[src/vfc_pkg.sv]
// Shared types, codes, tables and helper functions of the voxel face culling mesher.
`timescale 1ns / 1ps

package vfc_pkg;

	localparam int X_W = 4;
	localparam int Y_W = 8;
	localparam int Z_W = 4;
	localparam int SIDE_W = 2;
	localparam int KIND_W = 5;
	localparam int POS_W = 10;
	localparam int LAYER_W = 10;
	localparam int NORMAL_W = 3;
	localparam int FACES = 6;
	localparam int IN_TDATA_W = 24;
	localparam int IN_TUSER_W = 2;
	localparam int OUT_TDATA_W = 48;
	localparam int CFG_W = 4;
	localparam int QUEUE_DEPTH = 4;
	localparam int KIND_MAX = 16;
	localparam int TEX_KINDS = 17;

	typedef enum logic [1:0] {
		OP_WR_CHUNK  = 2'd0,
		OP_WR_BORDER = 2'd1,
		OP_EMIT      = 2'd2
	} op_t;

	localparam logic [SIDE_W-1:0] SIDE_LEFT  = 2'd0;
	localparam logic [SIDE_W-1:0] SIDE_RIGHT = 2'd1;
	localparam logic [SIDE_W-1:0] SIDE_BACK  = 2'd2;
	localparam logic [SIDE_W-1:0] SIDE_FRONT = 2'd3;

	typedef enum logic [2:0] {
		FACE_LEFT   = 3'd0,
		FACE_RIGHT  = 3'd1,
		FACE_BOTTOM = 3'd2,
		FACE_TOP    = 3'd3,
		FACE_BACK   = 3'd4,
		FACE_FRONT  = 3'd5
	} face_t;

	localparam logic [NORMAL_W-1:0] NORMAL_POS_X = 3'd0;
	localparam logic [NORMAL_W-1:0] NORMAL_NEG_X = 3'd1;
	localparam logic [NORMAL_W-1:0] NORMAL_POS_Y = 3'd2;
	localparam logic [NORMAL_W-1:0] NORMAL_NEG_Y = 3'd3;
	localparam logic [NORMAL_W-1:0] NORMAL_POS_Z = 3'd4;
	localparam logic [NORMAL_W-1:0] NORMAL_NEG_Z = 3'd5;

	localparam logic [KIND_W-1:0] KIND_AIR     = 5'd0;
	localparam logic [KIND_W-1:0] KIND_WATER_A = 5'd6;
	localparam logic [KIND_W-1:0] KIND_WATER_B = 5'd13;
	localparam logic [KIND_W-1:0] KIND_WATER_C = 5'd16;

	typedef enum logic [1:0] {
		TEX_TOP    = 2'd0,
		TEX_SIDE   = 2'd1,
		TEX_BOTTOM = 2'd2
	} tex_sel_t;

	localparam logic [KIND_W-1:0] TEX_TOP_LUT [TEX_KINDS] = '{
		5'd0, 5'd2, 5'd3, 5'd0, 5'd4, 5'd5, 5'd6, 5'd7, 5'd8,
		5'd9, 5'd11, 5'd12, 5'd13, 5'd14, 5'd15, 5'd16, 5'd17
	};
	localparam logic [KIND_W-1:0] TEX_SIDE_LUT [TEX_KINDS] = '{
		5'd0, 5'd2, 5'd3, 5'd1, 5'd4, 5'd5, 5'd6, 5'd7, 5'd8,
		5'd10, 5'd11, 5'd12, 5'd13, 5'd14, 5'd15, 5'd16, 5'd17
	};
	localparam logic [KIND_W-1:0] TEX_BOTTOM_LUT [TEX_KINDS] = '{
		5'd0, 5'd2, 5'd3, 5'd2, 5'd4, 5'd5, 5'd6, 5'd7, 5'd8,
		5'd11, 5'd11, 5'd12, 5'd13, 5'd14, 5'd15, 5'd16, 5'd17
	};

	typedef struct packed {
		logic x_lo;
		logic x_hi;
		logic y_lo;
		logic y_hi;
		logic z_lo;
		logic z_hi;
	} edges_t;

	typedef struct packed {
		op_t                op;
		logic [X_W-1:0]     x;
		logic [Y_W-1:0]     y;
		logic [Z_W-1:0]     z;
		logic [SIDE_W-1:0]  side;
		logic [KIND_W-1:0]  kind;
		edges_t             edges;
	} req_t;

	typedef struct packed {
		logic [FACES-1:0]   faces;
		logic [X_W-1:0]     x;
		logic [Y_W-1:0]     y;
		logic [Z_W-1:0]     z;
		logic               water;
		logic [KIND_W-1:0]  lay_top;
		logic [KIND_W-1:0]  lay_side;
		logic [KIND_W-1:0]  lay_bottom;
	} quad_job_t;

	function automatic logic is_water(input logic [KIND_W-1:0] kind);
		return (kind == KIND_WATER_A) || (kind == KIND_WATER_B) || (kind == KIND_WATER_C);
	endfunction

	function automatic logic face_visible(input logic [KIND_W-1:0] self_kind,
			input logic [KIND_W-1:0] other_kind);
		return (other_kind == KIND_AIR) || (is_water(self_kind) != is_water(other_kind));
	endfunction

	function automatic logic [KIND_W-1:0] tex_layer(input logic [KIND_W-1:0] kind,
			input tex_sel_t sel);
		logic [KIND_W-1:0] layer;
		layer = '0;
		if (kind <= KIND_W'(KIND_MAX)) begin
			unique case (sel)
				TEX_TOP:    layer = TEX_TOP_LUT[kind];
				TEX_BOTTOM: layer = TEX_BOTTOM_LUT[kind];
				default:    layer = TEX_SIDE_LUT[kind];
			endcase
		end
		return layer;
	endfunction

	function automatic logic [NORMAL_W-1:0] normal_of(input face_t face);
		logic [NORMAL_W-1:0] nrm;
		unique case (face)
			FACE_LEFT:   nrm = NORMAL_NEG_X;
			FACE_RIGHT:  nrm = NORMAL_POS_X;
			FACE_BOTTOM: nrm = NORMAL_NEG_Y;
			FACE_TOP:    nrm = NORMAL_POS_Y;
			FACE_BACK:   nrm = NORMAL_NEG_Z;
			default:     nrm = NORMAL_POS_Z;
		endcase
		return nrm;
	endfunction

endpackage

[src/vfc_front.sv]
// Input decoder: unpacks an item, drops unused or out-of-chunk requests and flags chunk edges.
`timescale 1ns / 1ps

module vfc_front #(
	parameter int CHUNK_WIDTH = 16,
	parameter int CHUNK_TALL  = 256
) (
	input  logic                             s_tvalid,
	output logic                             s_tready,
	input  logic [vfc_pkg::IN_TDATA_W-1:0]   s_tdata,
	input  logic [vfc_pkg::IN_TUSER_W-1:0]   s_tuser,
	output logic                             q_valid,
	input  logic                             q_ready,
	output vfc_pkg::req_t                    q_req
);

	logic [vfc_pkg::X_W-1:0] x;
	logic [vfc_pkg::Y_W-1:0] y;
	logic [vfc_pkg::Z_W-1:0] z;
	logic                    in_range;
	logic                    known_op;

	assign x = s_tdata[3:0];
	assign y = s_tdata[11:4];
	assign z = s_tdata[15:12];

	assign in_range = (32'(x) < CHUNK_WIDTH) && (32'(z) < CHUNK_WIDTH) && (32'(y) < CHUNK_TALL);

	always_comb begin
		unique case (vfc_pkg::op_t'(s_tuser))
			vfc_pkg::OP_WR_CHUNK, vfc_pkg::OP_WR_BORDER, vfc_pkg::OP_EMIT: known_op = 1'b1;
			default: known_op = 1'b0;
		endcase
	end

	always_comb begin
		q_req            = '0;
		q_req.op         = vfc_pkg::op_t'(s_tuser);
		q_req.x          = x;
		q_req.y          = y;
		q_req.z          = z;
		q_req.side       = s_tdata[17:16];
		q_req.kind       = s_tdata[22:18];
		q_req.edges.x_lo = (x == '0);
		q_req.edges.x_hi = (32'(x) + 1 >= CHUNK_WIDTH);
		q_req.edges.y_lo = (y == '0);
		q_req.edges.y_hi = (32'(y) + 1 >= CHUNK_TALL);
		q_req.edges.z_lo = (z == '0);
		q_req.edges.z_hi = (32'(z) + 1 >= CHUNK_WIDTH);
	end

	// Dropped items are still taken, but only while the queue has room, as s_tready follows q_ready.
	assign s_tready = q_ready;
	assign q_valid  = s_tvalid && in_range && known_op;

endmodule

[config.mk]
export PLATFORM = sky130hd
export DESIGN_NAME = vfc_front
export DESIGN_NICKNAME = d
export VERILOG_FILES = /design/src/vfc_pkg.sv /design/src/vfc_front.sv
export SDC_FILE = /design/constraint.sdc
export NUM_CORES = 1
export LEC_CHECK = 0
export ABC_CLOCK_PERIOD_IN_PS = 1100
export BUFFER_PORTS_ARGS = -buffer_cell sky130_fd_sc_hd__buf_4
export CORE_AREA = 2 2 39 41
export DETAILED_ROUTE_END_ITERATION = 7
export DIE_AREA = 0 0 41 43
export PLACE_DENSITY = 0.72
export SLEW_MARGIN = 15
export SYNTH_ARGS = -nofsm -noshare
export SYNTH_HDL_FRONTEND = slang
export SYNTH_SLANG_ARGS = --single-unit
[constraint.sdc]
create_clock -name vclk -period 1.1
set_input_delay 0.055 -clock vclk [all_inputs]
set_output_delay 0.055 -clock vclk [all_outputs]
set_load 0.05 [all_outputs]
## Word-level counts from Yosys, hierarchy flattened

Index checks and enable logic that the tools add are counted.

| word-level totals | value |
|---|---|
| flip-flop bits (word level) | 0 |

| cells by class | value |
|---|---|
| $add $sub $neg | 3 |
| $lt $le $gt $ge | 3 |
| equal/unequal tests | 2 |
| muxes and demuxes | 1 |
| reduce and logical (&&, ||, !) cells | 6 |

Operator list:

| operator | number |
|---|---|
| 4-bit by 1-bit adder with 5-bit output (second input constant) | 2 |
| 5-bit >= comparator (second input constant) | 2 |
| 8-bit by 1-bit adder with 9-bit output (second input constant) | 1 |
| 9-bit >= comparator (second input constant) | 1 |
| 4-bit zero test | 2 |
| 8-bit zero test | 1 |
| 3-bit OR reduction | 1 |
| 2-bit by 1-bit == test with 1-bit output (second input constant) | 1 |
| 2-bit == test (second input constant) | 1 |
| 2-bit zero test | 1 |
| 1-bit logical AND | 1 |
| 1-bit two-way mux | 1 |

## Logic depth before layout (Yosys ltp)

| logic depth | value |
|---|---|
| depth in word-level cells | 4 |
| depth in mapped cells | 2 |
| mapped depth without buffers | 2 |

## Worst setup path before layout

No wires, ideal clock.

| path | value |
|---|---|
| kind | input-to-output |
| start point | input port s_tdata[13] (netlist bit) |
| end point | output port q_req[1] (netlist bit) |
| arrival time | 1.610 ns |
| setup slack | -0.565 ns |
| stages | 1 |
| buffers on the path | 0 |
| path through | nor4_1 |

| on the way | value |
|---|---|
| cells in the longest elaborated chain, start to end | 1 |

RTL lines:

| item | RTL line | text |
|---|---|---|
| from (decl) | vfc_front.sv:10 | `input logic [vfc_pkg::IN_TDATA_W-1:0] s_tdata,` |
| 4-bit zero test | vfc_front.sv:48 | `q_req.edges.z_lo = (z == '0);` |
| to (decl) | vfc_front.sv:14 | `output vfc_pkg::req_t q_req` |

No other way between the ends.

==> impl_metrics.toml <==
[sta]
slew_headroom_pct = 86.2
worst_hold_slack_ns = 0.110
drv_slew = 0
rsz0062_at_grt = "false"
fmax_mhz = 940
tightest_slew_ns = 0.205
layout_min_cycle_time_ns = 1.06
period_share_pct = 96.7
finalSetupViolCount = 0
setup_tns_ns = 0
fin_ws_ns = 0.0358
final-hold-violation-count = 0

[place]
detailed_place.area_um2 = 438
dp_cells = 71
pre_cts_slack_ns = 0.0281
gp_congestion = 0.653
portBuffers = 44

[grt]
grt_pass1_wl_um = 841
grt_pass1_vias = 239
grt_use_total_pct = 6.49
antenna_found_initial = 0
grt_max_degree = 4
grt-ovfl-total = 0

[die]
die_w_um = 41
die-height_um = 43
placementRows = 14
core_area_um2 = 1380
die-area_um2 = 1760
io_pins = 61
start_util_pct = 19.3

[critical_path]
cp-end-kind = "primary output"
critPathKind = "input port to primary output"
worst_ep_arrival_time_ns = 1.01
cp-start-kind = "input port"
crit_fanout = 3
required_ns = 1.04

[clocking]
ctsHoldBuffers = 0
cts_setup_buffers = 0
postCtsResizedCells = 0

[layout]
fin_nets = 85
syn_to_final_growth_pct = 63.6
num_antenna_cells = 0
drive_gt1_share_pct = 85.5
final_area_um2 = 438
clock_buffers = 0
fin_cells = 71
seq_cell_count = 0
nFillCells = 146
seqCellArea_um2 = 0

[route]
wl_um = 780
route.met3.wl_um = 229
drt-initial-drc-count = 0
dr_wl_met2_um = 348
vias_per_cell = 4.45
routed.top_layer = "met4"
first_pass_iters = 1
wl_met1_um = 199
drc = 0
ant_nets = 0
post_drt_wl_per_cell_um = 11.0
num_vias = 316

[power_and_ir_drop]
swShare_pct = 65.4
seqPwrFrac_pct = 0
pwr-share-comb_pct = 100.0
p_clk_share_pct = 0
p_switching_w = 0.000189
p_per_area_nw_per_um2 = 661
leakagePower_nw = 0.231
ir_worst_vdd_v = 0.000178
intPower_w = 0.000100

[logic_synthesis]
yosysWarnings = 0
seq_area_frac_synth_pct = 0
synth_area_per_cell_um2 = 7.24
synth_cell_types = 7
synth.net_count = 65
netlist_instances = 37
netlist_area_um2 = 268

[run_status]
status = "completed"

[flow_run]
cap_violations = 0

[min_path]
hold_path_class = "input port to primary output"
==> worst max-delay path: stages <==
cell	delay, ns
buf_4	0.12
or4_1	0.53
nor2_2	0.11
buf_4	0.20
==> cell families after synthesis <==
logic type	synth area share (%)
AOI/OAI and AO/OA	2.80
and+or+nand+nor	24.3
buffers and inverters	72.9
==> power by group through the flow <==
| stage | registers [W] | clock network (W) | logic (W) |
|---|---|---|---|
| final | 0 | 0 | 0.000290 |
| after global routing | 0 | 0 | 0.000304 |
| after CTS | 0 | 0 | 0.000292 |
| after detailed placement | 0 | 0 | 0.000291 |
| after global placement | 0 | 0 | 0.000289 |
| after floorplan | 0 | 0 | 0.000287 |
==> cells in the final DEF, fill, tap and decap left out, drive strengths merged <==
master  netlist  final
and4          2      2
or4           2      2
nand4         2      2
a21boi        1      1
buf          26     44
nor2          2      2
nor4          2      2
==> path summary, 6_finish.rpt <==
path                         from  slack, ns  depth (start not counted)       end
worst max-delay path   s_tdata[9]       0.04                          4  q_req[3]
worst min-delay path  s_tdata[18]       0.11                          0  q_req[6]
==> synthesized netlist by cell type <==
| master | instances | area, um^2 |
|---|---|---|
| buf_4 | 26 | 195 |
| and4_1 | 2 | 17.5 |
| nand4_1 | 2 | 12.5 |
| nor2_1 | 2 | 7.51 |
| nor4_1 | 2 | 12.5 |
| or4_1 | 2 | 15.0 |
| a21boi_0 | 1 | 7.51 |
==> cell type report <==
cell class / instances / area [um^2] / area share, %
tap: 16 / 20.0 / 4.57
multi-input combinational: 11 / 87.6 / 20.0
timing repair buffer: 44 / 330 / 75.4
==> per-layer routing <==
metal,vias to the layer above,GRT usage (%)
met1,133,3.48
met2,42,14.7
met3,2,3.66
met4,0,0
met5,-,0
li1,139,-
==> per-stage QoR <==
step | util (%) | power, W
floorplan | - | 0.000287
finish | 31.6 | 0.000290
global route | 31.6 | 0.000304
global placement | 31.6 | 0.000289
CTS | 31.6 | 0.000292
detailed placement | 31.6 | 0.000291
(Power assumes the default switching activity.)
