--- src/vfc_pkg.sv ---
// Shared types, codes, tables and helper functions of the voxel face culling mesher.
`timescale 1ns / 1ps

package vfc_pkg;

	localparam int X_W = 4;
	localparam int Y_W = 8;
	localparam int Z_W = 4;
	localparam int SIDE_W = 2;
	localparam int KIND_W = 5;
	localparam int POS_W = 10;
	localparam int LAYER_W = 10;
	localparam int NORMAL_W = 3;
	localparam int FACES = 6;
	localparam int IN_TDATA_W = 24;
	localparam int IN_TUSER_W = 2;
	localparam int OUT_TDATA_W = 48;
	localparam int CFG_W = 4;
	localparam int QUEUE_DEPTH = 4;
	localparam int KIND_MAX = 16;
	localparam int TEX_KINDS = 17;

	typedef enum logic [1:0] {
		OP_WR_CHUNK  = 2'd0,
		OP_WR_BORDER = 2'd1,
		OP_EMIT      = 2'd2
	} op_t;

	localparam logic [SIDE_W-1:0] SIDE_LEFT  = 2'd0;
	localparam logic [SIDE_W-1:0] SIDE_RIGHT = 2'd1;
	localparam logic [SIDE_W-1:0] SIDE_BACK  = 2'd2;
	localparam logic [SIDE_W-1:0] SIDE_FRONT = 2'd3;

	typedef enum logic [2:0] {
		FACE_LEFT   = 3'd0,
		FACE_RIGHT  = 3'd1,
		FACE_BOTTOM = 3'd2,
		FACE_TOP    = 3'd3,
		FACE_BACK   = 3'd4,
		FACE_FRONT  = 3'd5
	} face_t;

	localparam logic [NORMAL_W-1:0] NORMAL_POS_X = 3'd0;
	localparam logic [NORMAL_W-1:0] NORMAL_NEG_X = 3'd1;
	localparam logic [NORMAL_W-1:0] NORMAL_POS_Y = 3'd2;
	localparam logic [NORMAL_W-1:0] NORMAL_NEG_Y = 3'd3;
	localparam logic [NORMAL_W-1:0] NORMAL_POS_Z = 3'd4;
	localparam logic [NORMAL_W-1:0] NORMAL_NEG_Z = 3'd5;

	localparam logic [KIND_W-1:0] KIND_AIR     = 5'd0;
	localparam logic [KIND_W-1:0] KIND_WATER_A = 5'd6;
	localparam logic [KIND_W-1:0] KIND_WATER_B = 5'd13;
	localparam logic [KIND_W-1:0] KIND_WATER_C = 5'd16;

	typedef enum logic [1:0] {
		TEX_TOP    = 2'd0,
		TEX_SIDE   = 2'd1,
		TEX_BOTTOM = 2'd2
	} tex_sel_t;

	localparam logic [KIND_W-1:0] TEX_TOP_LUT [TEX_KINDS] = '{
		5'd0, 5'd2, 5'd3, 5'd0, 5'd4, 5'd5, 5'd6, 5'd7, 5'd8,
		5'd9, 5'd11, 5'd12, 5'd13, 5'd14, 5'd15, 5'd16, 5'd17
	};
	localparam logic [KIND_W-1:0] TEX_SIDE_LUT [TEX_KINDS] = '{
		5'd0, 5'd2, 5'd3, 5'd1, 5'd4, 5'd5, 5'd6, 5'd7, 5'd8,
		5'd10, 5'd11, 5'd12, 5'd13, 5'd14, 5'd15, 5'd16, 5'd17
	};
	localparam logic [KIND_W-1:0] TEX_BOTTOM_LUT [TEX_KINDS] = '{
		5'd0, 5'd2, 5'd3, 5'd2, 5'd4, 5'd5, 5'd6, 5'd7, 5'd8,
		5'd11, 5'd11, 5'd12, 5'd13, 5'd14, 5'd15, 5'd16, 5'd17
	};

	typedef struct packed {
		logic x_lo;
		logic x_hi;
		logic y_lo;
		logic y_hi;
		logic z_lo;
		logic z_hi;
	} edges_t;

	typedef struct packed {
		op_t                op;
		logic [X_W-1:0]     x;
		logic [Y_W-1:0]     y;
		logic [Z_W-1:0]     z;
		logic [SIDE_W-1:0]  side;
		logic [KIND_W-1:0]  kind;
		edges_t             edges;
	} req_t;

	typedef struct packed {
		logic [FACES-1:0]   faces;
		logic [X_W-1:0]     x;
		logic [Y_W-1:0]     y;
		logic [Z_W-1:0]     z;
		logic               water;
		logic [KIND_W-1:0]  lay_top;
		logic [KIND_W-1:0]  lay_side;
		logic [KIND_W-1:0]  lay_bottom;
	} quad_job_t;

	function automatic logic is_water(input logic [KIND_W-1:0] kind);
		return (kind == KIND_WATER_A) || (kind == KIND_WATER_B) || (kind == KIND_WATER_C);
	endfunction

	function automatic logic face_visible(input logic [KIND_W-1:0] self_kind,
			input logic [KIND_W-1:0] other_kind);
		return (other_kind == KIND_AIR) || (is_water(self_kind) != is_water(other_kind));
	endfunction

	function automatic logic [KIND_W-1:0] tex_layer(input logic [KIND_W-1:0] kind,
			input tex_sel_t sel);
		logic [KIND_W-1:0] layer;
		layer = '0;
		if (kind <= KIND_W'(KIND_MAX)) begin
			unique case (sel)
				TEX_TOP:    layer = TEX_TOP_LUT[kind];
				TEX_BOTTOM: layer = TEX_BOTTOM_LUT[kind];
				default:    layer = TEX_SIDE_LUT[kind];
			endcase
		end
		return layer;
	endfunction

	function automatic logic [NORMAL_W-1:0] normal_of(input face_t face);
		logic [NORMAL_W-1:0] nrm;
		unique case (face)
			FACE_LEFT:   nrm = NORMAL_NEG_X;
			FACE_RIGHT:  nrm = NORMAL_POS_X;
			FACE_BOTTOM: nrm = NORMAL_NEG_Y;
			FACE_TOP:    nrm = NORMAL_POS_Y;
			FACE_BACK:   nrm = NORMAL_NEG_Z;
			default:     nrm = NORMAL_POS_Z;
		endcase
		return nrm;
	endfunction

endpackage

--- src/vfc_queue.sv ---
// Short request queue between the decoder and the store sequencer.
`timescale 1ns / 1ps

module vfc_queue (
	input  logic          clk,
	input  logic          arst_n,
	input  logic          in_valid,
	output logic          in_ready,
	input  vfc_pkg::req_t in_req,
	output logic          out_valid,
	input  logic          out_ready,
	output vfc_pkg::req_t out_req
);

	localparam int PTR_W = $clog2(vfc_pkg::QUEUE_DEPTH);
	localparam int CNT_W = $clog2(vfc_pkg::QUEUE_DEPTH + 1);

	vfc_pkg::req_t     entry_q [vfc_pkg::QUEUE_DEPTH];
	logic [PTR_W-1:0]  wr_ptr_q;
	logic [PTR_W-1:0]  rd_ptr_q;
	logic [CNT_W-1:0]  count_q;
	logic              push;
	logic              pop;

	assign in_ready  = (count_q != CNT_W'(vfc_pkg::QUEUE_DEPTH));
	assign out_valid = (count_q != '0);
	assign out_req   = entry_q[rd_ptr_q];
	assign push      = in_valid && in_ready;
	assign pop       = out_valid && out_ready;

	always_ff @(posedge clk or negedge arst_n) begin
		if (!arst_n) begin
			wr_ptr_q <= '0;
			rd_ptr_q <= '0;
			count_q  <= '0;
		end else begin
			if (push) begin
				wr_ptr_q <= (wr_ptr_q == PTR_W'(vfc_pkg::QUEUE_DEPTH - 1)) ? '0 : wr_ptr_q + 1'b1;
			end
			if (pop) begin
				rd_ptr_q <= (rd_ptr_q == PTR_W'(vfc_pkg::QUEUE_DEPTH - 1)) ? '0 : rd_ptr_q + 1'b1;
			end
			if (push && !pop) begin
				count_q <= count_q + 1'b1;
			end else if (pop && !push) begin
				count_q <= count_q - 1'b1;
			end
		end
	end

	always_ff @(posedge clk) begin
		if (push) begin
			entry_q[wr_ptr_q] <= in_req;
		end
	end

endmodule

--- config.mk ---
export PLATFORM = sky130hd
export DESIGN_NAME = vfc_queue
export DESIGN_NICKNAME = d
export VERILOG_FILES = /design/src/vfc_pkg.sv /design/src/vfc_queue.sv
export SDC_FILE = /design/constraint.sdc
export NUM_CORES = 1
export LEC_CHECK = 0
export ABC_AREA = 1
export BUFFER_PORTS_ARGS = -buffer_cell sky130_fd_sc_hd__buf_2
export CORE_MARGIN = 2
export CORE_UTILIZATION = 58
export CTS_CLUSTER_SIZE = 16
export DETAILED_ROUTE_END_ITERATION = 8
export MAX_ROUTING_LAYER = met4
export PLACE_DENSITY = 0.8
export SYNTH_ARGS = -nofsm -noshare
export SYNTH_HDL_FRONTEND = slang
export SYNTH_SLANG_ARGS = --single-unit
--- constraint.sdc ---
create_clock -name clk -period 2.9 [get_ports clk]
set_input_delay 0.58 -clock clk [delete_from_list [all_inputs] [get_ports clk]]
set_output_delay 0.58 -clock clk [all_outputs]
set_load 0.1 [all_outputs]
-- Word level (Yosys, flattened, before mapping)
Memories as Yosys holds them, arrays and structs flattened.
Cells that the tools add are included.
- $add $sub $neg: 4
- equal/unequal tests: 3
- muxes and demuxes: 6
- reduce and logical (&&, ||, !) cells: 8
- operators with widths (operator ; number):
    $mux W3 ; 2
    $add A2 B1 Y2 const B ; 2
    $eq A2 B2 Y1 const B ; 2
    $logic_and A1 B1 Y1 ; 4
    $mux W2 ; 2
    $add A3 B1 Y3 const B ; 1
    $ne A3 B3 Y1 const B ; 1
    $reduce_bool A3 Y1 ; 1
    $sub A3 B1 Y3 const B ; 1
    $logic_not A1 Y1 ; 2
    $mux W1 ; 2
    $reduce_bool A2 Y1 ; 1
- register bits after elaboration: 7
- RAM bits: 124
- input port bits: 35
- output and inout bits: 33
- word-level logic and storage cells: 25
- memories: 1
- memories (memory ; depth ; bits a word ; read ports ; clocked after memory_dff ; write ports ; line ; source):
    entry_q ; 4 ; 31 ; 1 ; 0 ; 1 ; vfc_queue.sv:18 ; vfc_pkg::req_t entry_q [vfc_pkg::QUEUE_DEPTH];

-- Logic depth before layout (Yosys ltp)
- depth after elaboration: 6
- mapped depth: 12
- depth with buffers taken out: 12

-- Least setup slack after synthesis
Ideal clock, no wire load.
- path kind: flip-flop to flip-flop
- start: register count_q[0]
- end: memory entry_q[0][0] (netlist name) (enable)
- setup time: 0.419 ns
- arrival time: 2.961 ns
- setup slack: -0.481 ns
- stages on the path, launching flop included: 5
- buffers on the path: 0
- clock period less this slack: 3.381 ns
- cell sequence: dfrtp_1 > inv_2 > nand3_1 > nand2_1 > nor2_1
- longest elaborated chain between the ends: 4
- RTL lines (element ; line ; source):
    start: declaration ; vfc_queue.sv:21 ; logic [CNT_W-1:0] count_q;
    start signal: assignment ; vfc_queue.sv:44 ; count_q <= count_q + 1'b1;
    start signal: assignment ; vfc_queue.sv:46 ; count_q <= count_q - 1'b1;
    $ne A3 B3 Y1 ; vfc_queue.sv:25 ; assign in_ready = (count_q != CNT_W'(vfc_pkg::QUEUE_DEPTH));
    net in_ready ; vfc_queue.sv:8 ; output logic in_ready,
    $logic_and A1 B1 Y1 ; vfc_queue.sv:28 ; assign push = in_valid && in_ready;
    $mux W1 ; vfc_queue.sv:52 ; if (push) begin
    $mux W1 (not written as such) ; vfc_queue.sv:53 ; entry_q[wr_ptr_q] <= in_req;
    end: declaration ; vfc_queue.sv:18 ;
The timed path passes the listed nets, and every way through them passes these cells.

==> results.cfg <==
[run_status]
status = finished, final reports clean

[logic_synthesis]
synth.distinct_cells = 18
synth.top_cell.area_share = 0.6712
yosysTopAreaCell = edfxtp_1
netlist_area_sq_mm = 0.005548
ys_top_cells_by_count = edfxtp_1, nand2_1, inv_1, o211ai_1, o211ai_2
synth.area.top_cells = edfxtp_1, nand2_1, o211ai_2, inv_1, o211ai_1
yosysSeqAreaShare = 0.7028
yosysMostFrequentCell = edfxtp_1
synth_fp_nets = 463
syn_area_per_cell_sq_um = 13.18
yosysWarnings = 0
synthArstFlopShare = 0.05344
synthFlopType = edfxtp_1
synth_seq_cells = 131
netlist_instances = 421
synth_edf_count = 124

[floorplan]
fp.dieH_um = 101.8
rows = 35
core-area_sq_mm = 0.009240
die_w_um = 101.8
initial_utilization = 0.6004
dieArea_sq_mm = 0.01036
ios = 68

[critical_path]
r2r-start = count_q[0]
r2r_end = count_q[1]
crit_fanout = 64
worstPathCellList = buf_12 > o211ai_1 > nand2_1 > buf_2
startpoint_type = flip-flop
cpPeakStageDelay_ns = 0.59
cp_data_required_time_ns = 2.32
endpoint = out_req[27]
worstPathArrival_ns = 2.15
crit_slowest_cell = dfrtp_4
crit_start = rd_ptr_q[0]
worstRegToRegCells = 9
crit_type = flip-flop to output pin
end_kind = output pin
r2r_slack_ns = 0.69

[place]
port_buffers = 67
routabilityCongestion = 0.7893
dpl.hpwl_mm = 5.946
dpl_cell_area_sq_mm = 0.006033
dp_cells = 605

[cells_and_area]
antenna_cells = 0
final_cells = 639
postLayoutCellArea_sq_mm = 0.006674
areaGrowthSynthToFinish_pct = 20.30
fin_nets = 539
final.fill_count = 612
final_layout_size_suffix_gt1_frac = 0.3059

[timing]
slew_headroom = 0.6675
rsz0062_at_grt = no
finalCriticalPeriod_ns = 2.731
period_share = 0.9417
tightest_slew_ns = 0.4988
setup_violations = 0
finalSetupTns_ns = 0
holdWs_ns = 0.2750
report.final.slew_viol_count = 0
fin_skew_ns = 0.006116
hold_viol = 0
fmax_ghz = 0.3662

[routing]
drtPass1Iterations = 5
routed-via-count = 3289
wirelength_mm = 10.33
wl_per_cell_um = 16.17
drt_iter0_markers = 193
ant_nets = 0
drc_errors = 0
viasPerCell = 5.147

[min_path]
worstHoldPathType = input pin to flip-flop

[grt]
antenna_found_initial = 0
grt_usage = 0.2234
grt_pass1_vias = 3324
grt_pass1_wl_mm = 16.33
grt_max_degree = 65
grt_overflow_total = 0

[cts]
clockBufferDepth = 2
root_buffer = clkbuf_8
cts_buffers = 17
cts.sinks = 131
cts.clk_slew.worst_paths_ns = 0.06
cts_tree = yes
clock_latency_ns = 0.51
htreeDepth = 4

[run]
cap_violations = 0
[critical path, delay by kind of cell (launching register included)]
| kind | cells | cell delay (ns) |
|---|---|---|
| buf+inv | 2 | 0.74 |
| simple gates | 1 | 0.09 |
| flops | 1 | 0.59 |
| compound gates | 1 | 0.16 |
[placed cells by master (no fill, tap or decap), drive strengths merged, types with 2 or more instances in the layout]
cell / count
inv: 83
edfxtp: 124
nor2: 6
dfrtp: 7
nand2: 108
bufinv: 3
clkinv: 3
nand3: 7
clkbuf: 21
ha: 6
clkinvlp: 2
o211ai: 62
buf: 73
[state kept, by name (all words and copies together) (netlist names)]
signal / count
count_q: 3
wr_ptr_q: 2
entry_q: 124
rd_ptr_q: 2
[what timing repair did]
action / CTS / global route
gates resized for setup: 1 / 4
cloned: 0 / 0
setup endpoints to repair: 1 / 18
hold endpoints to repair: 7 / 0
setup buffers: 0 / 1
hold buffers: 1 / 0
[metal layers]
metal | GRT usage | routed length [um] | up-vias
met2 | 0.3522 | 5342 | 109
met5 | - | 0 | -
met1 | 0.2851 | 4315 | 1573
li1 | - | - | 1603
met4 | 0.08420 | 49 | 0
met3 | 0.05038 | 624 | 4
[cell families after synthesis]
family,synth area share
adders and majority gates,0.01714
AOI/OAI and AO/OA,0.1110
and+or+nand+nor,0.08908
buffers and inverters,0.07848
DFF,0.7028
xor gates and xnor gates,0.001579
[final cells by class]
| type | instances | area (sq um) | area share |
|---|---|---|---|
| clock buffer | 17 | 414.1 | 0.06205 |
| clock inverter | 15 | 192.7 | 0.02887 |
| inverter | 76 | 285.3 | 0.04274 |
| multi-input combinational | 193 | 1244 | 0.1864 |
| sequential | 131 | 3902 | 0.5847 |
| tap | 129 | 161.4 | 0.02418 |
| timing repair buffer | 78 | 474.2 | 0.07105 |
[metrics by stage]
| stage | setup WS, ns | utilization |
|---|---|---|
| global route | 0.07879 | 0.7223 |
| floorplan | -0.4806 | - |
| CTS | 0.01456 | 0.7200 |
| detailed placement | 0.5702 | 0.6529 |
| finish | 0.1692 | 0.7223 |
| global placement | 0.6033 | 0.6529 |
[worst min-delay path by stage]
stage	startpoint	end	slack [ns]	cells past startpoint
2_1_floorplan	arst_n	count_q[0]	0.28	0
3_3_place_gp	arst_n	wr_ptr_q[1]	0.43	1
3_5_place_dp	arst_n	wr_ptr_q[1]	0.42	1
4_1_cts	in_req[8]	entry_q[0][8]	0.26	1
5_1_grt	in_req[6]	entry_q[3][6]	0.26	1
6_report	in_req[8]	entry_q[1][8]	0.28	1
Power is not shown: default switching activity piles up to over one toggle a cycle in this logic, so the estimate is an artifact.
