**src/vfc_pkg.sv**
```systemverilog
// Shared types, codes, tables and helper functions of the voxel face culling mesher.
`timescale 1ns / 1ps

package vfc_pkg;

	localparam int X_W = 4;
	localparam int Y_W = 8;
	localparam int Z_W = 4;
	localparam int SIDE_W = 2;
	localparam int KIND_W = 5;
	localparam int POS_W = 10;
	localparam int LAYER_W = 10;
	localparam int NORMAL_W = 3;
	localparam int FACES = 6;
	localparam int IN_TDATA_W = 24;
	localparam int IN_TUSER_W = 2;
	localparam int OUT_TDATA_W = 48;
	localparam int CFG_W = 4;
	localparam int QUEUE_DEPTH = 4;
	localparam int KIND_MAX = 16;
	localparam int TEX_KINDS = 17;

	typedef enum logic [1:0] {
		OP_WR_CHUNK  = 2'd0,
		OP_WR_BORDER = 2'd1,
		OP_EMIT      = 2'd2
	} op_t;

	localparam logic [SIDE_W-1:0] SIDE_LEFT  = 2'd0;
	localparam logic [SIDE_W-1:0] SIDE_RIGHT = 2'd1;
	localparam logic [SIDE_W-1:0] SIDE_BACK  = 2'd2;
	localparam logic [SIDE_W-1:0] SIDE_FRONT = 2'd3;

	typedef enum logic [2:0] {
		FACE_LEFT   = 3'd0,
		FACE_RIGHT  = 3'd1,
		FACE_BOTTOM = 3'd2,
		FACE_TOP    = 3'd3,
		FACE_BACK   = 3'd4,
		FACE_FRONT  = 3'd5
	} face_t;

	localparam logic [NORMAL_W-1:0] NORMAL_POS_X = 3'd0;
	localparam logic [NORMAL_W-1:0] NORMAL_NEG_X = 3'd1;
	localparam logic [NORMAL_W-1:0] NORMAL_POS_Y = 3'd2;
	localparam logic [NORMAL_W-1:0] NORMAL_NEG_Y = 3'd3;
	localparam logic [NORMAL_W-1:0] NORMAL_POS_Z = 3'd4;
	localparam logic [NORMAL_W-1:0] NORMAL_NEG_Z = 3'd5;

	localparam logic [KIND_W-1:0] KIND_AIR     = 5'd0;
	localparam logic [KIND_W-1:0] KIND_WATER_A = 5'd6;
	localparam logic [KIND_W-1:0] KIND_WATER_B = 5'd13;
	localparam logic [KIND_W-1:0] KIND_WATER_C = 5'd16;

	typedef enum logic [1:0] {
		TEX_TOP    = 2'd0,
		TEX_SIDE   = 2'd1,
		TEX_BOTTOM = 2'd2
	} tex_sel_t;

	localparam logic [KIND_W-1:0] TEX_TOP_LUT [TEX_KINDS] = '{
		5'd0, 5'd2, 5'd3, 5'd0, 5'd4, 5'd5, 5'd6, 5'd7, 5'd8,
		5'd9, 5'd11, 5'd12, 5'd13, 5'd14, 5'd15, 5'd16, 5'd17
	};
	localparam logic [KIND_W-1:0] TEX_SIDE_LUT [TEX_KINDS] = '{
		5'd0, 5'd2, 5'd3, 5'd1, 5'd4, 5'd5, 5'd6, 5'd7, 5'd8,
		5'd10, 5'd11, 5'd12, 5'd13, 5'd14, 5'd15, 5'd16, 5'd17
	};
	localparam logic [KIND_W-1:0] TEX_BOTTOM_LUT [TEX_KINDS] = '{
		5'd0, 5'd2, 5'd3, 5'd2, 5'd4, 5'd5, 5'd6, 5'd7, 5'd8,
		5'd11, 5'd11, 5'd12, 5'd13, 5'd14, 5'd15, 5'd16, 5'd17
	};

	typedef struct packed {
		logic x_lo;
		logic x_hi;
		logic y_lo;
		logic y_hi;
		logic z_lo;
		logic z_hi;
	} edges_t;

	typedef struct packed {
		op_t                op;
		logic [X_W-1:0]     x;
		logic [Y_W-1:0]     y;
		logic [Z_W-1:0]     z;
		logic [SIDE_W-1:0]  side;
		logic [KIND_W-1:0]  kind;
		edges_t             edges;
	} req_t;

	typedef struct packed {
		logic [FACES-1:0]   faces;
		logic [X_W-1:0]     x;
		logic [Y_W-1:0]     y;
		logic [Z_W-1:0]     z;
		logic               water;
		logic [KIND_W-1:0]  lay_top;
		logic [KIND_W-1:0]  lay_side;
		logic [KIND_W-1:0]  lay_bottom;
	} quad_job_t;

	function automatic logic is_water(input logic [KIND_W-1:0] kind);
		return (kind == KIND_WATER_A) || (kind == KIND_WATER_B) || (kind == KIND_WATER_C);
	endfunction

	function automatic logic face_visible(input logic [KIND_W-1:0] self_kind,
			input logic [KIND_W-1:0] other_kind);
		return (other_kind == KIND_AIR) || (is_water(self_kind) != is_water(other_kind));
	endfunction

	function automatic logic [KIND_W-1:0] tex_layer(input logic [KIND_W-1:0] kind,
			input tex_sel_t sel);
		logic [KIND_W-1:0] layer;
		layer = '0;
		if (kind <= KIND_W'(KIND_MAX)) begin
			unique case (sel)
				TEX_TOP:    layer = TEX_TOP_LUT[kind];
				TEX_BOTTOM: layer = TEX_BOTTOM_LUT[kind];
				default:    layer = TEX_SIDE_LUT[kind];
			endcase
		end
		return layer;
	endfunction

	function automatic logic [NORMAL_W-1:0] normal_of(input face_t face);
		logic [NORMAL_W-1:0] nrm;
		unique case (face)
			FACE_LEFT:   nrm = NORMAL_NEG_X;
			FACE_RIGHT:  nrm = NORMAL_POS_X;
			FACE_BOTTOM: nrm = NORMAL_NEG_Y;
			FACE_TOP:    nrm = NORMAL_POS_Y;
			FACE_BACK:   nrm = NORMAL_NEG_Z;
			default:     nrm = NORMAL_POS_Z;
		endcase
		return nrm;
	endfunction

endpackage

```
**src/vfc_emit.sv**
```systemverilog
// Quad emitter: walks the visible faces of a job and drives the registered result stream.
`timescale 1ns / 1ps

module vfc_emit (
	input  logic                             clk,
	input  logic                             arst_n,
	input  logic                             job_valid,
	output logic                             job_ready,
	input  vfc_pkg::quad_job_t               job,
	output logic                             m_tvalid,
	input  logic                             m_tready,
	output logic [vfc_pkg::OUT_TDATA_W-1:0]  m_tdata,
	output logic                             m_tuser,
	output logic                             m_tlast
);

	localparam int PW = vfc_pkg::POS_W;

	vfc_pkg::quad_job_t        job_q;
	logic [vfc_pkg::FACES-1:0] pend_q;
	logic [vfc_pkg::FACES-1:0] pick;
	logic [vfc_pkg::FACES-1:0] pend_left;
	logic [vfc_pkg::FACES-1:0] pend_after;
	vfc_pkg::face_t            face;
	logic                      out_free;
	logic                      advance;
	logic                      m_tvalid_q;
	logic [vfc_pkg::OUT_TDATA_W-1:0] m_tdata_q;
	logic                      m_tuser_q;
	logic                      m_tlast_q;
	logic [PW-1:0]             pos_x;
	logic [PW-1:0]             pos_y;
	logic [PW-1:0]             pos_z;
	logic [vfc_pkg::KIND_W-1:0] layer;

	// The lowest pending face goes first, which keeps left, right, bottom, top, back, front order.
	always_comb begin
		pick = '0;
		face = vfc_pkg::FACE_LEFT;
		for (int f = vfc_pkg::FACES - 1; f >= 0; f--) begin
			if (pend_q[f]) begin
				pick = vfc_pkg::FACES'(1) << f;
				face = vfc_pkg::face_t'(3'(f));
			end
		end
	end

	assign pend_left  = pend_q & ~pick;
	assign out_free   = !m_tvalid_q || m_tready;
	assign advance    = out_free && (pend_q != '0);
	assign pend_after = advance ? pend_left : pend_q;
	assign job_ready  = (pend_after == '0);

	assign pos_x = PW'(job_q.x) + PW'(face == vfc_pkg::FACE_RIGHT);
	assign pos_y = PW'(job_q.y) + PW'(face == vfc_pkg::FACE_TOP);
	assign pos_z = PW'(job_q.z) + PW'(face == vfc_pkg::FACE_FRONT);

	always_comb begin
		case (face)
			vfc_pkg::FACE_TOP:    layer = job_q.lay_top;
			vfc_pkg::FACE_BOTTOM: layer = job_q.lay_bottom;
			default:              layer = job_q.lay_side;
		endcase
	end

	always_ff @(posedge clk or negedge arst_n) begin
		if (!arst_n) begin
			pend_q     <= '0;
			m_tvalid_q <= 1'b0;
		end else begin
			if (job_valid && job_ready) begin
				pend_q <= job.faces;
			end else begin
				pend_q <= pend_after;
			end
			if (advance) begin
				m_tvalid_q <= 1'b1;
			end else if (m_tready) begin
				m_tvalid_q <= 1'b0;
			end
		end
	end

	always_ff @(posedge clk) begin
		if (job_valid && job_ready) begin
			job_q <= job;
		end
		if (advance) begin
			m_tdata_q <= {5'b0, vfc_pkg::normal_of(face), vfc_pkg::LAYER_W'(layer),
					pos_z, pos_y, pos_x};
			m_tuser_q <= job_q.water;
			m_tlast_q <= (pend_left == '0);
		end
	end

	assign m_tvalid = m_tvalid_q;
	assign m_tdata  = m_tdata_q;
	assign m_tuser  = m_tuser_q;
	assign m_tlast  = m_tlast_q;

endmodule

```
**config.mk**
```make
export PLATFORM = sky130hd
export DESIGN_NAME = vfc_emit
export DESIGN_NICKNAME = d
export VERILOG_FILES = /design/src/vfc_pkg.sv /design/src/vfc_emit.sv
export SDC_FILE = /design/constraint.sdc
export NUM_CORES = 1
export LEC_CHECK = 0
export BUFFER_PORTS_ARGS = -buffer_cell sky130_fd_sc_hd__buf_4
export CELL_PAD_IN_SITES_DETAIL_PLACEMENT = 1
export CELL_PAD_IN_SITES_GLOBAL_PLACEMENT = 1
export CORE_MARGIN = 2
export CORE_UTILIZATION = 42
export CTS_BUF_LIST = sky130_fd_sc_hd__clkbuf_2
export DETAILED_ROUTE_END_ITERATION = 10
export GPL_TIMING_DRIVEN = 0
export PLACE_DENSITY_LB_ADDON = 0.1
export SYNTH_ARGS = -nofsm -noshare
export SYNTH_HDL_FRONTEND = slang
export SYNTH_SLANG_ARGS = --single-unit
```
**constraint.sdc**
```tcl
create_clock -name clk -period 5.95 [get_ports clk]
set_clock_uncertainty 0.15 [all_clocks]
set_input_delay 0.595 -clock clk [delete_from_list [all_inputs] [get_ports clk]]
set_output_delay 0.595 -clock clk [all_outputs]
set_load 0.01 [all_outputs]
```
**Word-level counts from Yosys, hierarchy flattened**

Index checks and enable logic that the tools add are counted.

- Register bits after elaboration: 79
- Latch bits: 0
- Memory bits (writable): 0
- Memory bits (read-only): 0
- Input port bits: 42
- Output and inout bits: 52
- Word-level logic and storage cells: 49
- Memories kept: 0

- $add $sub $neg: 3
- $mul: 0
- Div/mod/pow operators: 0
- $lt $le $gt $ge: 0
- Eq/ne operators: 5
- Shift operators: 0
- Multiplexer cells: 18
- Bitwise gates (word level): 2
- Reductions and logical operators: 9

Operators with widths:

| cell | count |
|---|---|
| 6-bit two-way mux | 8 |
| 3-bit two-way mux | 6 |
| 3-bit one-hot mux with 5 select lines | 1 |
| 6-bit zero test | 2 |
| 4-bit by 1-bit adder with 5-bit output | 2 |
| 5-bit one-hot mux with 2 select lines | 1 |
| 8-bit by 1-bit adder with 9-bit output | 1 |
| 6-bit bitwise AND | 1 |
| 3-bit by 2-bit == test with 1-bit output, second input constant | 2 |
| 3-bit == test, second input constant | 2 |
| 6-bit NOT | 1 |
| 6-bit nonzero test | 1 |
| 3-bit by 1-bit == test with 1-bit output, second input constant | 1 |
| 3-bit zero test | 1 |
| 1-bit logical AND | 2 |
| 1-bit two-way mux | 2 |
| 2-bit nonzero test | 1 |
| 1-bit zero test | 1 |
| 1-bit logical OR | 1 |

**Depth between registers and ports, before layout**

- Depth in word-level cells: 12
- Depth in mapped cells: 10
- Mapped depth without buffers: 7

**Worst setup path before layout**

Ideal clock, no wire load.

- Kind: reg2reg
- Start: register pend_q[1] (netlist bit)
- End: register job_q[0] (netlist bit) (enable)
- Setup time: 468 ps
- Data arrival time: 3915 ps
- Setup slack: 1418 ps
- Cell stages (with the launch flop): 7
- Cell sequence: dfrtp_1 > buf_6 > or4_4 > buf_6 > o31ai_4 > o21ai_2 > nor3b_1

- Cells in the longest elaborated chain, start to end: 7

Ends and longest elaborated chain:

| what | line | RTL |
|---|---|---|
| start, declared | vfc_emit.sv:20 | `logic [vfc_pkg::FACES-1:0] pend_q;` |
| start signal, assigned | vfc_emit.sv:72 | `pend_q <= job.faces;` |
| start signal, assigned | vfc_emit.sv:74 | `pend_q <= pend_after;` |
| 6-bit two-way mux (2 in series) | vfc_emit.sv:41 | `if (pend_q[f]) begin` |
| 6-bit NOT | vfc_emit.sv:48 | `assign pend_left = pend_q & ~pick;` |
| 6-bit bitwise AND | vfc_emit.sv:48 |  |
| 6-bit two-way mux * | vfc_emit.sv:51 | `assign pend_after = advance ? pend_left : pend_q;` |
| 6-bit zero test * | vfc_emit.sv:52 | `assign job_ready = (pend_after == '0);` |
| 1-bit logical AND * | vfc_emit.sv:85 | `if (job_valid && job_ready) begin` |
| end signal, assigned | vfc_emit.sv:86 | `job_q <= job;` |
| end, declared | vfc_emit.sv:19 | `vfc_pkg::quad_job_t job_q;` |

Mark *: on every way between the ends. The rest lies on a longest branch, timed or not.
A chain may end at the register's enable or synchronous reset.

**Worst setup path in the final report**

- Start: register m_tvalid_q (netlist: m_tvalid)
- End: output job_ready

- Cells in the longest elaborated chain, start to end: 5

Ends and longest elaborated chain:

| what | line | RTL |
|---|---|---|
| start, declared | vfc_emit.sv:27 | `logic m_tvalid_q;` |
| start signal, assigned | vfc_emit.sv:69 | `m_tvalid_q <= 1'b0;` |
| start signal, assigned | vfc_emit.sv:77 | `m_tvalid_q <= 1'b1;` |
| start signal, assigned | vfc_emit.sv:79 | `m_tvalid_q <= 1'b0;` |
| 1-bit zero test | vfc_emit.sv:49 | `assign out_free = !m_tvalid_q \|\| m_tready;` |
| 1-bit logical OR | vfc_emit.sv:49 |  |
| 1-bit logical AND | vfc_emit.sv:50 | `assign advance = out_free && (pend_q != '0);` |
| 6-bit two-way mux | vfc_emit.sv:51 |  |
| 6-bit zero test | vfc_emit.sv:52 |  |
| end, declared | vfc_emit.sv:8 | `output logic job_ready,` |

Every way passes these cells.

==> reports/results.txt <==
Minimum clock period: 3.139 ns
Detailed Route WL: 5817 um
Layout net count: 353
Vias in the first global route: 1933
I/O pin total: 94
Worst VDD drop: 237.1 uV
Switching Fraction: 36.10%
Routed len/inst: 14.92 um
Final antenna-violating net count: 0
Hold Buf Count CTS: 1
H-tree levels: 3
WS Path Type: reg -> out
Slew Limit Fails: 0
P&R area growth vs syn: 30.13%
Ant diodes: 0
Port bufs: 72
Clock Power Share: 12.2%
Status: completed
Core area: 6719 um^2
Logic pwr share: 40.7%
Fmax: 318.6 MHz
Crit path max fanout: 10
Worst min path class: in -> reg
Library cells used by synthesis: 40
# rows: 30
Int Power: 1.166 mW
Via density: 4.785
# resized after CTS: 0
Register area share after synthesis: 69.53%
Slew Limit Headroom: 49.98%
Remaining DRCs: 0
Power Dens Cells: 485.8 nW/um^2
Root Buffer: clkbuf_2
Cells after synthesis: 198
DIE AREA: 7552 um^2
GPL Wtd Cong: 0.7479
# clock sinks: 68
Number of synthesized register bits: 68
Global-route wire length before repair: 9197 um
Synthesis Warnings: 0
Clk_lat worst skew: 0.49 ns
LEAKAGE: 1.562 nW
NetSw: 0.6587 mW
Setup TNS: 0 ns
Vias: 1866
Placed Area: 3656 um^2
Crit path cell chain: nor2b_1 -> clkbuf_1 -> a21oi_1 -> o21ai_2 -> nor2_1 -> buf_4
CTS buffer count: 9
Arrival @ worst endpoint: 2.39 ns
Largest net degree at the start of global routing: 18
Tcrit/Tclk final: 52.75%
Slowest CP cell: clkbuf_1
Kind of start point of the critical path: register
Post-route cell area: 3756 um^2
Total of max-cap violations: 0
Core Util, Final: 55.90%
DP Wirelength: 4318 um
TritonCTS clock tree: done
Gr usage total: 16.51%
Setup Fix Bufs, Post-CTS: 0
Hold Vio Cnt, Final: 0
Overall power: 1.825 mW
Starting DRC count in detailed routing: 76
Syn Area/Cell: 14.58 um^2
Clock buffer depth: 2
TritonRoute pass-1 iters: 5
Initial antenna violation count: 0
Die H: 86.90 um
Die width: 86.90 um
Crit path required time: 5.20 ns
Grt ovf: 0
Syn Std Cell Area: 2887 um^2
Final setup fails: 0
RSZ-0062 raised after global routing: no
Largest stage delay, worst path: 0.46 ns
Least-Margin Pin Slew: 0.7495 ns
Layout cells sized above 1: 38.71%
Seq pwr share: 47.1%
Starting Density: 42.96%
Worst Setup End Kind: output port
Reg clk slew, reported paths: 0.20 ns
## worst paths after layout
kind	startpoint	endpoint	slack, ns	cells after the start
max reg2reg	pend_q[1]	job_q[13]	3.02	7
min in group asynchronous	arst_n	pend_q[1]	0.30	2
min reg2reg	job_q[15]	m_tuser	0.34	0
max in group asynchronous	arst_n	pend_q[4]	5.23	2
min	job[24]	job_q[24]	0.11	1
max	m_tvalid	job_ready	2.81	6
## cell usage after synthesis (all sizes together)
| cell type | n | area share, % |
|---|---|---|
| a21oi | 5 | 0.87 |
| dfrtp | 7 | 6.1 |
| or4 | 1 | 0.39 |
| o32ai | 1 | 0.56 |
| xnor2 | 6 | 1.8 |
| o21bai | 1 | 0.26 |
| maj3 | 1 | 0.35 |
| edfxtp | 61 | 63 |
| nand3 | 4 | 0.69 |
| nor3 | 4 | 0.69 |
| ha | 6 | 2.6 |
| o32a | 1 | 0.35 |
| nand2b | 1 | 0.22 |
| conb | 1 | 0.13 |
| nand4 | 1 | 0.22 |
| clkbuf | 5 | 0.65 |
| o21ai | 11 | 2.0 |
| o31ai | 6 | 2.0 |
| and4 | 1 | 0.30 |
| nor2b | 2 | 0.43 |
| a2111oi | 1 | 0.30 |
| inv | 2 | 0.26 |
| nand2 | 15 | 2.0 |
| xor2 | 4 | 1.2 |
| or3 | 1 | 0.22 |
| or2 | 1 | 0.22 |
| a21o | 1 | 0.26 |
| nor2 | 8 | 1.0 |
| nor3b | 1 | 0.26 |
| a2bb2oi | 5 | 1.5 |
| a22oi | 5 | 1.3 |
| and3 | 3 | 0.65 |
| buf | 24 | 6.4 |
| o31a | 1 | 0.30 |
## sequential cells by signal, summed over array words and instances, names as in the netlist
signal    count
m_tvalid      1
m_tlast       1
job_q        32
pend_q        6
m_tdata      27
m_tuser       1
## metrics by stage
stage / std cells / worst slack, ns / hold slack [ns]
2_1_floorplan: 218 / 1.418 / 0.1494
3_3_place_gp: 370 / 0.3285 / 0.2517
3_5_place_dp: 373 / 2.992 / 0.2624
4_1_cts: 390 / 2.744 / 0.06250
5_1_grt: 390 / 2.547 / 0.04769
6_report: 390 / 2.811 / 0.1064
## kinds of logic (layout without fill, tap and decap cells)
family | Yosys count | in the layout | share of synthesized area, %
fa+ha+maj | 7 | 7 | 2.947
flops | 68 | 68 | 69.53
simple gates | 43 | 43 | 7.283
other cells | 1 | 21 | 0.1299
buf+inv | 31 | 123 | 7.282
xor+xnor | 10 | 10 | 3.034
compound gates | 38 | 38 | 9.797
## area by class of cell
type                            count  area, um^2
Sequential cell                    68        2007
Fill cell                         710        2963
Clock inverter                      6       40.04
Multi-Input combinational cell    119       752.0
Clock buffer                       10       50.05
Timing Repair Buffer               76       596.8
Buffer                             29       202.7
Tap cell                           80       100.1
Inverter                            2       7.507
## power by group through the flow
| stage | sequential (mW) | clock, mW | combinational, mW |
|---|---|---|---|
| 2_1_floorplan | 0.913 | 0 | 0.377 |
| 3_3_place_gp | 0.880 | 0 | 0.686 |
| 3_5_place_dp | 0.873 | 0 | 0.750 |
| 4_1_cts | 0.862 | 0.233 | 0.753 |
| 5_1_grt | 0.878 | 0.253 | 0.823 |
| 6_report | 0.860 | 0.223 | 0.742 |
## per-layer routing
| metal | track usage [%] | vias up | wire, um |
|---|---|---|---|
| met4 | 7.244 | 0 | 104 |
| li1 | - | 920 | - |
| met2 | 27.69 | 66 | 2932 |
| met5 | 0 | - | 0 |
| met3 | 4.076 | 10 | 325 |
| met1 | 20.21 | 870 | 2455 |
## critical path: cells and delay by family (launching register included)
family,cells,cell delay (ns)
AND/OR/NAND/NOR,2,0.36
flip-flops,1,0.38
AO/OA/AOI/OAI,2,0.54
buffers and inverters,2,0.63
## cell usage in the layout, fill, tap and decap left out, types with 5 or more instances in the layout
cell type / n
buf_4: 94
edfxtp_1: 61
conb_1: 21
nand2_1: 15
clkbuf_2: 10
o21ai_1: 8
nor2_1: 7
dfrtp_1: 7
xnor2_1: 6
ha_1: 6
clkbuf_1: 5
a2bb2oi_1: 5
a22oi_1: 5
a21oi_1: 5
o31ai_1: 5
Note: power is estimated with default switching activity, not from simulation.
